### src/rtl/ppt_pkg.sv
package ppt_pkg;

  // default sizes
  localparam int CAPACITY_DEF    = 64;
  localparam int HANDLE_BITS_DEF = 16;

  // field widths
  localparam int MODE_W     = 3;
  localparam int POS_W      = 8;
  localparam int SONG_W     = 16;
  localparam int STATUS_W   = 2;
  localparam int COUNT_W    = 7;
  localparam int IN_DATA_W  = 24;
  localparam int OUT_DATA_W = 32;

  // operation codes
  localparam logic [MODE_W-1:0] MODE_INS_FRONT = 3'd0;
  localparam logic [MODE_W-1:0] MODE_INS_BACK  = 3'd1;
  localparam logic [MODE_W-1:0] MODE_DELETE    = 3'd2;
  localparam logic [MODE_W-1:0] MODE_READ      = 3'd3;
  localparam logic [MODE_W-1:0] MODE_WRITE     = 3'd4;

  // status codes
  localparam logic [STATUS_W-1:0] ST_OK     = 2'd0;
  localparam logic [STATUS_W-1:0] ST_FULL   = 2'd1;
  localparam logic [STATUS_W-1:0] ST_BADPOS = 2'd2;
  localparam logic [STATUS_W-1:0] ST_EMPTY  = 2'd3;

  typedef enum logic [3:0] {
    S_IDLE,
    S_DECODE,
    S_MOD_WAIT,
    S_ACCESS,
    S_READ_CAP,
    S_SHIFT_RD,
    S_SHIFT_WR,
    S_FINISH
  } state_t;

  // remainder unit status toward the sequencer
  typedef struct packed {
    logic busy;
    logic done;
  } div_stat_t;

endpackage

### src/rtl/positional_playlist_table.sv
// channel | dir | tdata (low bit up)                           | tuser
// in_     | in  | position[7:0], song_handle[23:8]             | mode[2:0]
// out_    | out | status[1:0], read_handle[17:2], count[24:18] | -
//
// one item at a time; the store is a one-write, one-read memory, read data registered
// insert: written in decode; read/overwrite: waits on the remainder unit for a nonzero position
// delete at position p: entries behind p move down, one entry moved per cycle; none move at the tail
// rst_n is synchronous: list is emptied, head set to zero, store contents left as they are
// a finished result sits in the output register; a stalled out_ waits only when the next
// result is ready too
module positional_playlist_table #(
  parameter int CAPACITY    = ppt_pkg::CAPACITY_DEF,
  parameter int HANDLE_BITS = ppt_pkg::HANDLE_BITS_DEF
) (
  input  logic                           clk,
  input  logic                           rst_n,
  input  logic                           in_tvalid,
  output logic                           in_tready,
  input  logic [ppt_pkg::IN_DATA_W-1:0]  in_tdata,   // position, song_handle
  input  logic [ppt_pkg::MODE_W-1:0]     in_tuser,   // mode
  output logic                           out_tvalid,
  input  logic                           out_tready,
  output logic [ppt_pkg::OUT_DATA_W-1:0] out_tdata   // status, read_handle, entry_count
);

  localparam int AW   = $clog2(CAPACITY);
  localparam int CW   = $clog2(CAPACITY + 1);
  localparam int CMPW = ((CW > ppt_pkg::POS_W) ? CW : ppt_pkg::POS_W) + 1;
  localparam logic [ppt_pkg::POS_W-1:0] POS_ONE = 1;

  ppt_pkg::state_t state_r, state_nxt;

  logic [ppt_pkg::MODE_W-1:0]     mode_r, mode_nxt;
  logic [ppt_pkg::POS_W-1:0]      pos_r, pos_nxt;
  logic [HANDLE_BITS-1:0]         hnd_r, hnd_nxt;
  logic [AW-1:0]                  head_r, head_nxt;
  logic [CW-1:0]                  len_r, len_nxt;
  logic [CW-1:0]                  idx_r, idx_nxt;
  logic [CW-1:0]                  off_r, off_nxt;
  logic [ppt_pkg::STATUS_W-1:0]   status_r, status_nxt;
  logic [ppt_pkg::SONG_W-1:0]     rdh_r, rdh_nxt;
  logic                           out_valid_r, out_valid_nxt;
  logic [ppt_pkg::OUT_DATA_W-1:0] out_data_r, out_data_nxt;

  // entry store
  logic [HANDLE_BITS-1:0] mem [CAPACITY];
  logic [HANDLE_BITS-1:0] rd_data_r;
  logic                   mem_we, mem_re;
  logic [AW-1:0]          mem_wa, mem_ra;
  logic [HANDLE_BITS-1:0] mem_wd;

  // remainder unit
  logic                  div_start;
  ppt_pkg::div_stat_t    div_stat;
  logic [CW-1:0]         div_rem;
  logic [ppt_pkg::POS_W-1:0] pos_m1;

  logic [31:0]     song_wide, rd_wide, len_wide;
  logic [CMPW-1:0] len_ext, pos_ext, cap_ext, idx2_ext;
  logic            list_empty, list_full, pos_bad;
  logic [AW-1:0]   head_dec;
  logic [CW:0]     idx_p1, idx_p2;
  logic            out_free;

  // ring slot of list entry k, k below CAPACITY
  function automatic logic [AW-1:0] slot_of(input logic [AW-1:0] head, input logic [CW:0] k);
    logic [CW+1:0] s;
    s = (CW+2)'(head) + (CW+2)'(k);
    if (s >= (CW+2)'(CAPACITY)) begin
      s = s - (CW+2)'(CAPACITY);
    end
    return s[AW-1:0];
  endfunction

  assign song_wide  = 32'(in_tdata[23:8]);
  assign rd_wide    = 32'(rd_data_r);
  assign len_wide   = 32'(len_r);
  assign len_ext    = CMPW'(len_r);
  assign pos_ext    = CMPW'(pos_r);
  assign cap_ext    = CMPW'(CAPACITY);
  assign idx_p1     = {1'b0, idx_r} + (CW+1)'(1);
  assign idx_p2     = {1'b0, idx_r} + (CW+1)'(2);
  assign idx2_ext   = CMPW'(idx_p2);
  assign list_empty = (len_r == '0);
  assign list_full  = (len_ext >= cap_ext);
  assign pos_bad    = (pos_r == '0) || (pos_ext > len_ext);
  assign head_dec   = (head_r == '0) ? AW'(CAPACITY - 1) : (head_r - AW'(1));
  assign pos_m1     = pos_r - POS_ONE;
  assign out_free   = !out_valid_r || out_tready;

  ppt_mod #(
    .CNT_W(CW)
  ) u_mod (
    .clk      (clk),
    .rst_n    (rst_n),
    .start    (div_start),
    .dividend (pos_m1),
    .divisor  (len_r),
    .stat     (div_stat),
    .remainder(div_rem)
  );

  // next state
  always_comb begin
    state_nxt = state_r;
    case (state_r)
      ppt_pkg::S_IDLE: begin
        if (in_tvalid) state_nxt = ppt_pkg::S_DECODE;
      end
      ppt_pkg::S_DECODE: begin
        case (mode_r)
          ppt_pkg::MODE_DELETE: begin
            if (!list_empty && !pos_bad && (pos_ext < len_ext)) begin
              state_nxt = ppt_pkg::S_SHIFT_RD;
            end else begin
              state_nxt = ppt_pkg::S_FINISH;
            end
          end
          ppt_pkg::MODE_READ, ppt_pkg::MODE_WRITE: begin
            if (list_empty) begin
              state_nxt = ppt_pkg::S_FINISH;
            end else if (pos_r == '0) begin
              state_nxt = ppt_pkg::S_ACCESS;
            end else begin
              state_nxt = ppt_pkg::S_MOD_WAIT;
            end
          end
          default: state_nxt = ppt_pkg::S_FINISH;
        endcase
      end
      ppt_pkg::S_MOD_WAIT: begin
        if (div_stat.done) state_nxt = ppt_pkg::S_ACCESS;
      end
      ppt_pkg::S_ACCESS: begin
        state_nxt = (mode_r == ppt_pkg::MODE_READ) ? ppt_pkg::S_READ_CAP : ppt_pkg::S_FINISH;
      end
      ppt_pkg::S_READ_CAP: state_nxt = ppt_pkg::S_FINISH;
      ppt_pkg::S_SHIFT_RD: state_nxt = ppt_pkg::S_SHIFT_WR;
      ppt_pkg::S_SHIFT_WR: begin
        if (idx2_ext >= len_ext) state_nxt = ppt_pkg::S_FINISH;
      end
      ppt_pkg::S_FINISH: begin
        if (out_free) state_nxt = ppt_pkg::S_IDLE;
      end
      default: state_nxt = ppt_pkg::S_IDLE;
    endcase
  end

  // datapath and store access
  always_comb begin
    mode_nxt      = mode_r;
    pos_nxt       = pos_r;
    hnd_nxt       = hnd_r;
    head_nxt      = head_r;
    len_nxt       = len_r;
    idx_nxt       = idx_r;
    off_nxt       = off_r;
    status_nxt    = status_r;
    rdh_nxt       = rdh_r;
    out_valid_nxt = out_valid_r && !out_tready;
    out_data_nxt  = out_data_r;
    mem_we        = 1'b0;
    mem_wa        = '0;
    mem_wd        = hnd_r;
    mem_re        = 1'b0;
    mem_ra        = '0;
    div_start     = 1'b0;
    case (state_r)
      ppt_pkg::S_IDLE: begin
        if (in_tvalid) begin
          mode_nxt   = in_tuser;
          pos_nxt    = in_tdata[7:0];
          hnd_nxt    = song_wide[HANDLE_BITS-1:0];
          status_nxt = ppt_pkg::ST_OK;
          rdh_nxt    = '0;
        end
      end
      ppt_pkg::S_DECODE: begin
        case (mode_r)
          ppt_pkg::MODE_INS_FRONT: begin
            if (list_full) begin
              status_nxt = ppt_pkg::ST_FULL;
            end else begin
              head_nxt = head_dec;
              mem_we   = 1'b1;
              mem_wa   = head_dec;
              len_nxt  = len_r + CW'(1);
            end
          end
          ppt_pkg::MODE_INS_BACK: begin
            if (list_full) begin
              status_nxt = ppt_pkg::ST_FULL;
            end else begin
              mem_we  = 1'b1;
              mem_wa  = slot_of(head_r, {1'b0, len_r});
              len_nxt = len_r + CW'(1);
            end
          end
          ppt_pkg::MODE_DELETE: begin
            if (list_empty) begin
              status_nxt = ppt_pkg::ST_EMPTY;
            end else if (pos_bad) begin
              status_nxt = ppt_pkg::ST_BADPOS;
            end else begin
              idx_nxt = CW'(pos_ext - CMPW'(1));
              // last entry removed: nothing to move
              if (pos_ext == len_ext) begin
                len_nxt = len_r - CW'(1);
                if (len_r == CW'(1)) head_nxt = '0;
              end
            end
          end
          ppt_pkg::MODE_READ, ppt_pkg::MODE_WRITE: begin
            if (list_empty) begin
              status_nxt = ppt_pkg::ST_EMPTY;
            end else if (pos_r == '0) begin
              off_nxt = '0;
            end else begin
              div_start = 1'b1;
            end
          end
          default: ;
        endcase
      end
      ppt_pkg::S_MOD_WAIT: begin
        if (div_stat.done) off_nxt = div_rem;
      end
      ppt_pkg::S_ACCESS: begin
        if (mode_r == ppt_pkg::MODE_READ) begin
          mem_re = 1'b1;
          mem_ra = slot_of(head_r, {1'b0, off_r});
        end else begin
          mem_we = 1'b1;
          mem_wa = slot_of(head_r, {1'b0, off_r});
        end
      end
      ppt_pkg::S_READ_CAP: begin
        rdh_nxt = rd_wide[ppt_pkg::SONG_W-1:0];
      end
      // fetch the entry behind the deleted one
      ppt_pkg::S_SHIFT_RD: begin
        mem_re = 1'b1;
        mem_ra = slot_of(head_r, idx_p1);
      end
      // move one entry down, fetch the next
      ppt_pkg::S_SHIFT_WR: begin
        mem_we  = 1'b1;
        mem_wa  = slot_of(head_r, {1'b0, idx_r});
        mem_wd  = rd_data_r;
        idx_nxt = idx_p1[CW-1:0];
        if (idx2_ext < len_ext) begin
          mem_re = 1'b1;
          mem_ra = slot_of(head_r, idx_p2);
        end else begin
          len_nxt = len_r - CW'(1);
        end
      end
      ppt_pkg::S_FINISH: begin
        if (out_free) begin
          out_valid_nxt = 1'b1;
          out_data_nxt  = ppt_pkg::OUT_DATA_W'({len_wide[ppt_pkg::COUNT_W-1:0], rdh_r, status_r});
        end
      end
      default: ;
    endcase
  end

  // control state
  always_ff @(posedge clk) begin
    if (!rst_n) begin
      state_r     <= ppt_pkg::S_IDLE;
      head_r      <= '0;
      len_r       <= '0;
      out_valid_r <= 1'b0;
    end else begin
      state_r     <= state_nxt;
      head_r      <= head_nxt;
      len_r       <= len_nxt;
      out_valid_r <= out_valid_nxt;
    end
  end

  // payload
  always_ff @(posedge clk) begin
    mode_r     <= mode_nxt;
    pos_r      <= pos_nxt;
    hnd_r      <= hnd_nxt;
    idx_r      <= idx_nxt;
    off_r      <= off_nxt;
    status_r   <= status_nxt;
    rdh_r      <= rdh_nxt;
    out_data_r <= out_data_nxt;
  end

  // store write port
  always_ff @(posedge clk) begin
    if (mem_we) mem[mem_wa] <= mem_wd;
  end

  // store read port, registered
  always_ff @(posedge clk) begin
    if (mem_re) rd_data_r <= mem[mem_ra];
  end

  assign in_tready  = (state_r == ppt_pkg::S_IDLE);
  assign out_tvalid = out_valid_r;
  assign out_tdata  = out_data_r;

endmodule

### src/rtl/ppt_mod.sv
module ppt_mod #(
  parameter int CNT_W = ppt_pkg::COUNT_W
) (
  input  logic                     clk,
  input  logic                     rst_n,
  input  logic                     start,
  input  logic [ppt_pkg::POS_W-1:0] dividend,
  input  logic [CNT_W-1:0]         divisor,
  output ppt_pkg::div_stat_t       stat,
  output logic [CNT_W-1:0]         remainder
);

  localparam int RW = ((CNT_W > ppt_pkg::POS_W) ? CNT_W : ppt_pkg::POS_W) + 1;
  localparam int SW = $clog2(ppt_pkg::POS_W);

  logic                      busy_r, busy_nxt;
  logic                      done_r, done_nxt;
  logic [SW-1:0]             step_r, step_nxt;
  logic [ppt_pkg::POS_W-1:0] quo_r, quo_nxt;
  logic [RW-1:0]             rem_r, rem_nxt;
  logic [RW-1:0]             dvs_r, dvs_nxt;
  logic [RW-1:0]             rem_sh;
  logic [RW-1:0]             rem_sub;

  // one restoring step: bring down the next dividend bit, subtract if it fits
  assign rem_sh  = {rem_r[RW-2:0], quo_r[ppt_pkg::POS_W-1]};
  assign rem_sub = rem_sh - dvs_r;

  always_comb begin
    busy_nxt = busy_r;
    done_nxt = 1'b0;
    step_nxt = step_r;
    quo_nxt  = quo_r;
    rem_nxt  = rem_r;
    dvs_nxt  = dvs_r;
    if (start) begin
      busy_nxt = 1'b1;
      step_nxt = SW'(ppt_pkg::POS_W - 1);
      quo_nxt  = dividend;
      rem_nxt  = '0;
      dvs_nxt  = RW'(divisor);
    end else if (busy_r) begin
      rem_nxt = (rem_sh >= dvs_r) ? rem_sub : rem_sh;
      quo_nxt = quo_r << 1;
      if (step_r == '0) begin
        busy_nxt = 1'b0;
        done_nxt = 1'b1;
      end else begin
        step_nxt = step_r - SW'(1);
      end
    end
  end

  // control
  always_ff @(posedge clk) begin
    if (!rst_n) begin
      busy_r <= 1'b0;
      done_r <= 1'b0;
    end else begin
      busy_r <= busy_nxt;
      done_r <= done_nxt;
    end
  end

  // datapath
  always_ff @(posedge clk) begin
    step_r <= step_nxt;
    quo_r  <= quo_nxt;
    rem_r  <= rem_nxt;
    dvs_r  <= dvs_nxt;
  end

  assign stat.busy = busy_r;
  assign stat.done = done_r;
  assign remainder = rem_r[CNT_W-1:0];

endmodule

### config.mk
export PLATFORM = sky130hd
export DESIGN_NAME = positional_playlist_table
export DESIGN_NICKNAME = d
export VERILOG_FILES = /design/src/rtl/ppt_pkg.sv /design/src/rtl/positional_playlist_table.sv /design/src/rtl/ppt_mod.sv
export SDC_FILE = /design/constraint.sdc
export NUM_CORES = 1
export LEC_CHECK = 0
export BUFFER_PORTS_ARGS = -buffer_cell sky130_fd_sc_hd__buf_2
export CAP_MARGIN = 20
export CELL_PAD_IN_SITES_DETAIL_PLACEMENT = 0
export CELL_PAD_IN_SITES_GLOBAL_PLACEMENT = 2
export CORE_AREA = 5 5 257 384
export CTS_BUF_LIST = sky130_fd_sc_hd__clkbuf_4 sky130_fd_sc_hd__clkbuf_8
export DETAILED_ROUTE_END_ITERATION = 7
export DIE_AREA = 0 0 262 389
export GPL_TIMING_DRIVEN = 0
export MAX_ROUTING_LAYER = met4
export PLACE_DENSITY_LB_ADDON = 0.1
export RECOVER_POWER = 100
export SYNTH_ARGS = -nofsm -noshare
export SYNTH_HDL_FRONTEND = slang
export SYNTH_SLANG_ARGS = --single-unit
export TNS_END_PERCENT = 30
### constraint.sdc
create_clock -name clk -period 8 [get_ports clk]
set_input_delay 0.8 -clock clk [delete_from_list [all_inputs] [get_ports clk]]
set_output_delay 0.8 -clock clk [all_outputs]
set_load 0.05 [all_outputs]
==> flow_summary_export.csv, run 1 <==
group,metric,value,unit
setup_path,critical_path_class,"flop to flop",
synthesis,synth_seq_cells,1168,
job,drv_cap,22,
placed_design,gp_congestion,0.9659,
synthesis,ys_warn_count,0,
sta,finalMaxSlewViolations,922,
power_and_ir_drop,ir_drop,0.1848,mV
floorplan,num_io_pins,65,
setup_path,cp.required,8.07,ns
detailed_routing,ant_nets,0,
finish,layout-drive-gt1-share,9.901,%
setup_path,startpoint_type,"flop",
cts,clk_pin_slew,0.06,ns
setup_path,cp_slowest_cell,"clkbuf_1",
detailed_routing,firstDrtPassIters,6,
finish,final_area,53400,um2
floorplan,die_x,262,um
setup_path,cp_num_buf_inv,5,
synthesis,yosysSeqAreaShare,72.52,%
setup_path,critPathTopFamily,"buffers and inverters",
synthesis,yosysTopAreaCell,"edfxtp_1",
finish,syn2layout_area_growth,11.36,%
synthesis,post_synth_instance_area,47950,um2
sta,fin_ws,1.231,ns
sta,fin_worst_skew,0.04095,ns
setup_path,crit_top_cell,"clkbuf_1",
sta,tightest_slew,4.079,ns
setup_path,cp_max_fo,64,
power_and_ir_drop,leakage,0.01788,uW
setup_path,critPathCaptureType,"flop",
synthesis,synthArstFlopShare,0,%
grt,grt_pass1_wl,219800,um
cts,worstSkewPairLatency,0.88,ns
floorplan,row_count,139,
sta,max_freq,147.7,MHz
detailed_routing,drtIter0Drc,3250,
run_status,violations,"max-capacitance violations, max-slew violations",
placed_design,dp_cells,4899,
placed_design,postPlaceCellArea,51440,um2
floorplan,core_region_area,95130,um2
cts,cts_root_buf,"clkbuf_8",
power_and_ir_drop,p_per_area,263.5,nW/um2
detailed_routing,vias_per_cell,6.124,
sta,rsz0062_at_grt,"false",
detailed_routing,finalWirelength,155200,um
cts,htree_num_levels,4,
cts,post_cts_resized,0,
synthesis,syn_avg_cell_area,13.74,um2
synthesis,synthDistinctLibCells,79,
grt,grt_max_degree,65,
finish,num-nets-final,3895,
grt,grtUsageTotal,30.89,%
cts,clock_sinks,1168,
sta,max-slew-margin-rel,-171.9,%
detailed_routing,vias,31930,
sta,finalSetupTns,0,ns
synthesis,synthTopCellsByArea,"edfxtp_1, nand2_1, a21oi_1, a22oi_1, mux2i_1",
cts,cts_tree,"done",
run_status,run_status,"complete, but fails checks",
floorplan,dieArea,101900,um2
floorplan,die_h,389,um
finish,layout.cells.non_filler,5214,
grt,antenna_found_initial,14,
synthesis,synthCells,3490,
cts,hold_buffers,0,
cts,clockBufferDepth,3,
grt,grt_pass1_vias,32310,
synthesis,synth_edf_count,1138,
detailed_routing,wl_per_cell,29.77,um
placed_design,dp_slack,1.783,ns
sta,min_period,6.769,ns
setup_path,crit_chain,"clkbuf_1 > inv_1 > nor3_1 > clkbuf_1 > clkbuf_1 > nand2_1 > nand2_4 > clkbuf_1",
placed_design,hpwl,109300,um
detailed_routing,drc_errors,0,
worst_hold_path,worstHoldPathType,"primary input to flop",
floorplan,start_util,50.40,%
synthesis,synth_top_area_share,71.27,%
setup_path,cp_slowest_stage_delay,2.83,ns
setup_path,critical_path_arrival,6.83,ns
synthesis,synth_ff_type,"edfxtp_1",
sta,fin_crit_sh,84.61,%
placed_design,io_buffers,57,
sta,setup_violations,0,
cts,numCtsBuffers,170,
cts,post-cts-setup-buffers,0,
grt,overflow,0,
sta,finalHoldViolations,0,
cells in the mapped netlist (7+ instances only):
cell and count:
a22oi_1 132, xnor2_1 25, o21ai_0 86, o22ai_1 65
nor4_1 7, and2_1 28, nor3_1 46, o2111ai_1 16
buf_1 19, nor2_1 111, o21a_1 7, clkbuf_1 139
mux2i_1 72, buf_2 53, nand2_1 600, edfxtp_1 1138
a221oi_1 65, nor2b_1 14, a21boi_0 9, or3_1 27
and3_1 69, a32oi_1 60, nand2b_1 9, nand4_1 20
a21o_1 10, dfxtp_1 30, xor2_1 19, buf_4 12
inv_1 40, a21oi_1 306, ha_1 56, nand3_1 94
where the power goes:
group	total, uW	switching, uW	internal, uW
clock	4660	2250	2410
sequential	7240	85.1	7150
combinational	2180	1660	514
total	14100	4000	10100
worst register-to-register path: stages, from the launching register on:
cell and delay, ns:
dfxtp_1 0.38, clkbuf_1 0.37, inv_1 0.17, nor3_1 0.98, clkbuf_1 0.48, clkbuf_1 0.41
nand2_1 0.17, nand2_4 0.07, clkbuf_1 2.83
through the flow:
stage          utilization [%]  total power [uW]  hold WS (ns)
6_report                 56.13             14070        0.1129
5_1_grt                  56.12             14580       0.03445
4_1_cts                  57.51             14200       0.01989
3_5_place_dp             54.08              9583        0.4054
3_3_place_gp             52.40              9487        0.4062
2_1_floorplan                -              8488        0.4003
cell type report:
| cell class | instances | area [um2] |
|---|---|---|
| multi-input cells | 2059 | 12030 |
| repair buffers | 134 | 559.3 |
| plain buffers | 227 | 988.4 |
| well taps | 1269 | 1588 |
| fillers | 7968 | 41740 |
| inverters | 42 | 157.7 |
| clock inverters | 57 | 359.1 |
| diodes | 16 | 40.04 |
| flip-flops and latches | 1168 | 34770 |
| clock buffers | 242 | 2905 |
routing by layer:
layer	GRT usage, %	part of all wire [%]	vias to the layer above
li1	-	-	14010
met1	34.82	36	16170
met2	54.37	53	1380
met3	5.224	6.5	370
met4	12.94	5.3	0
met5	-	0	-
cell usage in the layout (no fill, tap or decap), types with 27 or more instances in the layout:
| cell type | Yosys | final |
|---|---|---|
| dfxtp_1 | 30 | 30 |
| a221oi_1 | 65 | 65 |
| nand3_1 | 94 | 95 |
| inv_1 | 40 | 41 |
| a21oi_1 | 306 | 306 |
| nand2_1 | 600 | 599 |
| clkbuf_1 | 139 | 245 |
| ha_1 | 56 | 56 |
| clkbuf_4 | 0 | 68 |
| o21ai_0 | 86 | 87 |
| edfxtp_1 | 1138 | 1138 |
| a32oi_1 | 60 | 60 |
| mux2i_1 | 72 | 72 |
| nor3_1 | 46 | 47 |
| buf_2 | 53 | 79 |
| nor2_1 | 111 | 111 |
| clkbuf_8 | 0 | 174 |
| and3_1 | 69 | 69 |
| or3_1 | 27 | 27 |
| o22ai_1 | 65 | 65 |
| a22oi_1 | 132 | 132 |
| clkinv_1 | 0 | 29 |
final timing paths:
path                    start      endpoint  slack, ns  cells past startpoint
setup reg to reg   state_r[2]   mem[14][11]       1.23                      8
setup / recovery   state_r[2]   mem[14][11]       1.23                      8
hold / removal    in_tdata[9]      hnd_r[1]       0.11                      1
hold reg to reg      rdh_r[1]  out_tdata[3]       0.42                      0
registers in the layout (all words and copies together), names as in the netlist, 6 cells and up:
| register | flops |
|---|---|
| rdh_r | 16 |
| head_r | 6 |
| out_tdata | 25 |
| hnd_r | 16 |
| rd_data_r | 16 |
| mem | 1024 |
| u_mod.dvs_r | 7 |
| idx_r | 7 |
| u_mod.quo_r | 8 |
| len_r | 7 |
| u_mod.rem_r | 8 |
| off_r | 6 |
| pos_r | 8 |
logic make-up (layout without fill, tap and decap cells):
logic type               count (synthesis)  after routing  share of synthesized area [%]
XOR/XNOR                                45             45                         0.8376
multiplexers                            74             74                          1.550
other                                    1             23                       0.007820
adder cells (fa/ha/maj)                 62             62                          1.712
AND/OR/NAND/NOR                       1058           1058                          9.970
AO/OA/AOI/OAI                          813            813                          11.00
flip-flops                            1168           1168                          72.52
buffers and inverters                  269            702                          2.401
Note: power is estimated with default switching activity, not from simulation.
==> inputs of run 2 (changes only) <==
--- a/config.mk
+++ b/config.mk
@@ -9,10 +9,10 @@
 export CAP_MARGIN = 20
 export CELL_PAD_IN_SITES_DETAIL_PLACEMENT = 0
 export CELL_PAD_IN_SITES_GLOBAL_PLACEMENT = 2
-export CORE_AREA = 5 5 257 384
+export CORE_AREA = 5 5 279 417
 export CTS_BUF_LIST = sky130_fd_sc_hd__clkbuf_4 sky130_fd_sc_hd__clkbuf_8
 export DETAILED_ROUTE_END_ITERATION = 7
-export DIE_AREA = 0 0 262 389
+export DIE_AREA = 0 0 284 422
 export GPL_TIMING_DRIVEN = 0
 export MAX_ROUTING_LAYER = met4
 export PLACE_DENSITY_LB_ADDON = 0.1
==> constraint.sdc (replaced) <==
create_clock -name clk -period 6.15 [get_ports clk]
set_input_delay 0.615 -clock clk [delete_from_list [all_inputs] [get_ports clk]]
set_output_delay 0.615 -clock clk [all_outputs]
set_load 0.05 [all_outputs]
==> run 2 against run 1 <==
Effect of this change: the run still ends with max-capacitance violations, max-slew violations left; hold slack improved by 0.026 ns; clock power increased by 38%; cell count increased by 4.6%; non-clock buffer count increased by 26; clock-buffer cell count decreased by 10; critical path depth increased by 7; first-iteration DRC count decreased by 14%; sequential share of layout area decreased by 1.0 points; routed wire length increased by 3.3%; global-route usage decreased by 4.0 points; sequential power increased by 30%; largest cell class unchanged; highest routed layer unchanged.
==> flow_summary_export.csv, run 2 (synthesized netlist as in run 1, its figures left out) <==
group,metric,value,unit
setup_path,startpoint_type,"flop",
finish,layout-drive-gt1-share,10.39,%
sta,fin_worst_skew,0.04262,ns
sta,finalMaxSlewViolations,890,
placed_design,postPlaceCellArea,51670,um2
power_and_ir_drop,power,18760,uW
finish,num-nets-final,3931,
floorplan,row_count,151,
floorplan,start_util,42.66,%
detailed_routing,ant_nets,0,
detailed_routing,drtIter0Drc,2785,
finish,final_area,54260,um2
power_and_ir_drop,p_int,13310,uW
finish,utilization,48.27,%
sta,setup_violations,0,
sta,finalHoldViolations,0,
grt,grt.busiest_layer,"met2",
detailed_routing,firstDrtPassIters,6,
cts,numCtsBuffers,180,
finish,final_cell_mix,"edfxtp_1, nand2_1, a21oi_1, clkbuf_1, clkbuf_8",
cts,clockBufferDepth,3,
power_and_ir_drop,leakage,0.01817,uW
floorplan,num_io_pins,65,
setup_path,cp_max_fo,10,
floorplan,core_region_area,112400,um2
placed_design,gp_congestion,0.9845,
cts,clk_pin_slew,0.07,ns
finish,n_fill_cell,10050,
placed_design,io_buffers,57,
power_and_ir_drop,p_sw,5447,uW
grt,grt_max_degree,65,
power_and_ir_drop,p_per_area,345.7,nW/um2
cts,cts_root_buf,"clkbuf_8",
grt,antenna_found_initial,10,
setup_path,cp.required,6.91,ns
grt,grtUsageTotal,26.92,%
power_and_ir_drop,ir_drop,0.1888,mV
grt,grt_pass1_wl,227000,um
detailed_routing,finalWirelength,160400,um
setup_path,critical_path_class,"flop to flop",
cts,htree_num_levels,4,
setup_path,cp_num_buf_inv,2,
detailed_routing,drc_errors,0,
setup_path,critPathCaptureType,"flop",
job,drv_cap,20,
power_and_ir_drop,combinationalPowerShare,15.4,%
grt,overflow,0,
grt,grt_use_met1,30.77,%
placed_design,hpwl,112600,um
finish,regMostFlops,"mem",
grt,grt_pass1_vias,31970,
sta,tightest_slew,3.039,ns
setup_path,cp_slowest_stage_delay,0.79,ns
detailed_routing,vias,31800,
run_status,violations,"max-capacitance violations, max-slew violations",
sta,fin_crit_sh,99.43,%
grt,gr-usage-met3,4.516,%
setup_path,critPathTopFamily,"compound AO/OA/AOI/OAI gates",
cts,cts_tree,"done",
sta,max_freq,163.5,MHz
floorplan,dieArea,119800,um2
floorplan,die_h,422,um
power_and_ir_drop,clockPowerShare,34.4,%
detailed_routing,wl_per_cell,29.41,um
cts,worstSkewPairLatency,0.91,ns
placed_design,dp_cells,5079,
sta,min_period,6.115,ns
setup_path,cp_slowest_cell,"o22ai_1",
finish,syn2layout_area_growth,13.15,%
floorplan,die_x,284,um
finish,final_common_cell,"edfxtp_1",
power_and_ir_drop,netSwitchingFraction,29.04,%
finish,layout.cells.non_filler,5453,
setup_path,crit_chain,"ha_1 > nand3_2 > xnor2_1 > ha_1 > a21o_1 > a21oi_1 > o21ai_1 > o311ai_2 > clkbuf_1 > clkbuf_1 > a221oi_1 > o21ai_0 > o2111ai_1 > o22ai_1 > or3_1",
grt,use_met2,47.53,%
sta,finalSetupTns,0,ns
sta,max-slew-margin-rel,-102.6,%
cts,clock_sinks,1168,
run_status,run_status,"complete, but fails checks",
detailed_routing,vias_per_cell,5.832,
worst_hold_path,worstHoldPathType,"primary input to flop",
setup_path,critical_path_arrival,6.87,ns
power_and_ir_drop,p_seq_share,50.2,%
finish,largest_reg_flops,1024,
-- run 2: worst min-delay path, delay by kind of cell --
kind	cells	cell delay (ns)
buffers and inverters	1	0.11
and+or+nand+nor	1	0.05
AOI/OAI and AO/OA	1	0.22
-- run 2: layer usage --
layer,vias to the layer above,share of wire [%]
met1,16210,37
met5,-,0
met2,1196,53
li1,14070,-
met4,0,4.7
met3,325,6.0
-- run 2: what timing repair did --
action | CTS | global route
hold buffers | 29 | 0
buffers inserted | 0 | 0
endpoints found under the setup margin | 4 | 8
endpoints found under the hold margin | 33 | 0
gates resized for setup | 4 | 8
-- run 2: final cells by class --
cell class | instances | area (um2) | area share [%]
Sequential cell | 1168 | 34770 | 64.09
Multi-Input combinational cell | 2059 | 12090 | 22.28
Clock buffer | 232 | 2887 | 5.320
Tap cell | 1453 | 1818 | 3.351
Buffer | 227 | 991.0 | 1.826
Timing Repair Buffer | 160 | 845.8 | 1.559
Clock inverter | 97 | 661.9 | 1.220
Inverter | 42 | 157.7 | 0.2906
Antenna cell | 15 | 37.54 | 0.06918
-- run 2: final timing paths --
| kind | start | end | cells after the start | slack [ns] |
|---|---|---|---|---|
| setup / recovery | idx_r[1] | rd_data_r[4] | 15 | 0.03 |
| hold / removal | in_tvalid | state_r[1] | 3 | 0.14 |
| setup reg to reg | idx_r[1] | rd_data_r[4] | 15 | 0.03 |
| hold reg to reg | rdh_r[0] | out_tdata[2] | 0 | 0.42 |
-- run 2: power groups by stage --
stage                     Sequential, uW  Combinational, uW  Clock [uW]
after floorplan                     9520               1520           0
after global placement              9610               2790           0
after detailed placement            9540               2970           0
after CTS                           9370               3000        6580
after global routing                9430               3040        6960
final                               9420               2890        6450
-- run 2: through the flow --
stage / hold slack [ns] / setup slack (ns)
after floorplan: 0.4003 / 2.483
after global placement: 0.4056 / -0.6391
after detailed placement: 0.4072 / -0.1546
after CTS: 0.05408 / 0.001638
after global routing: 0.1339 / -0.005644
final: 0.1385 / 0.03485
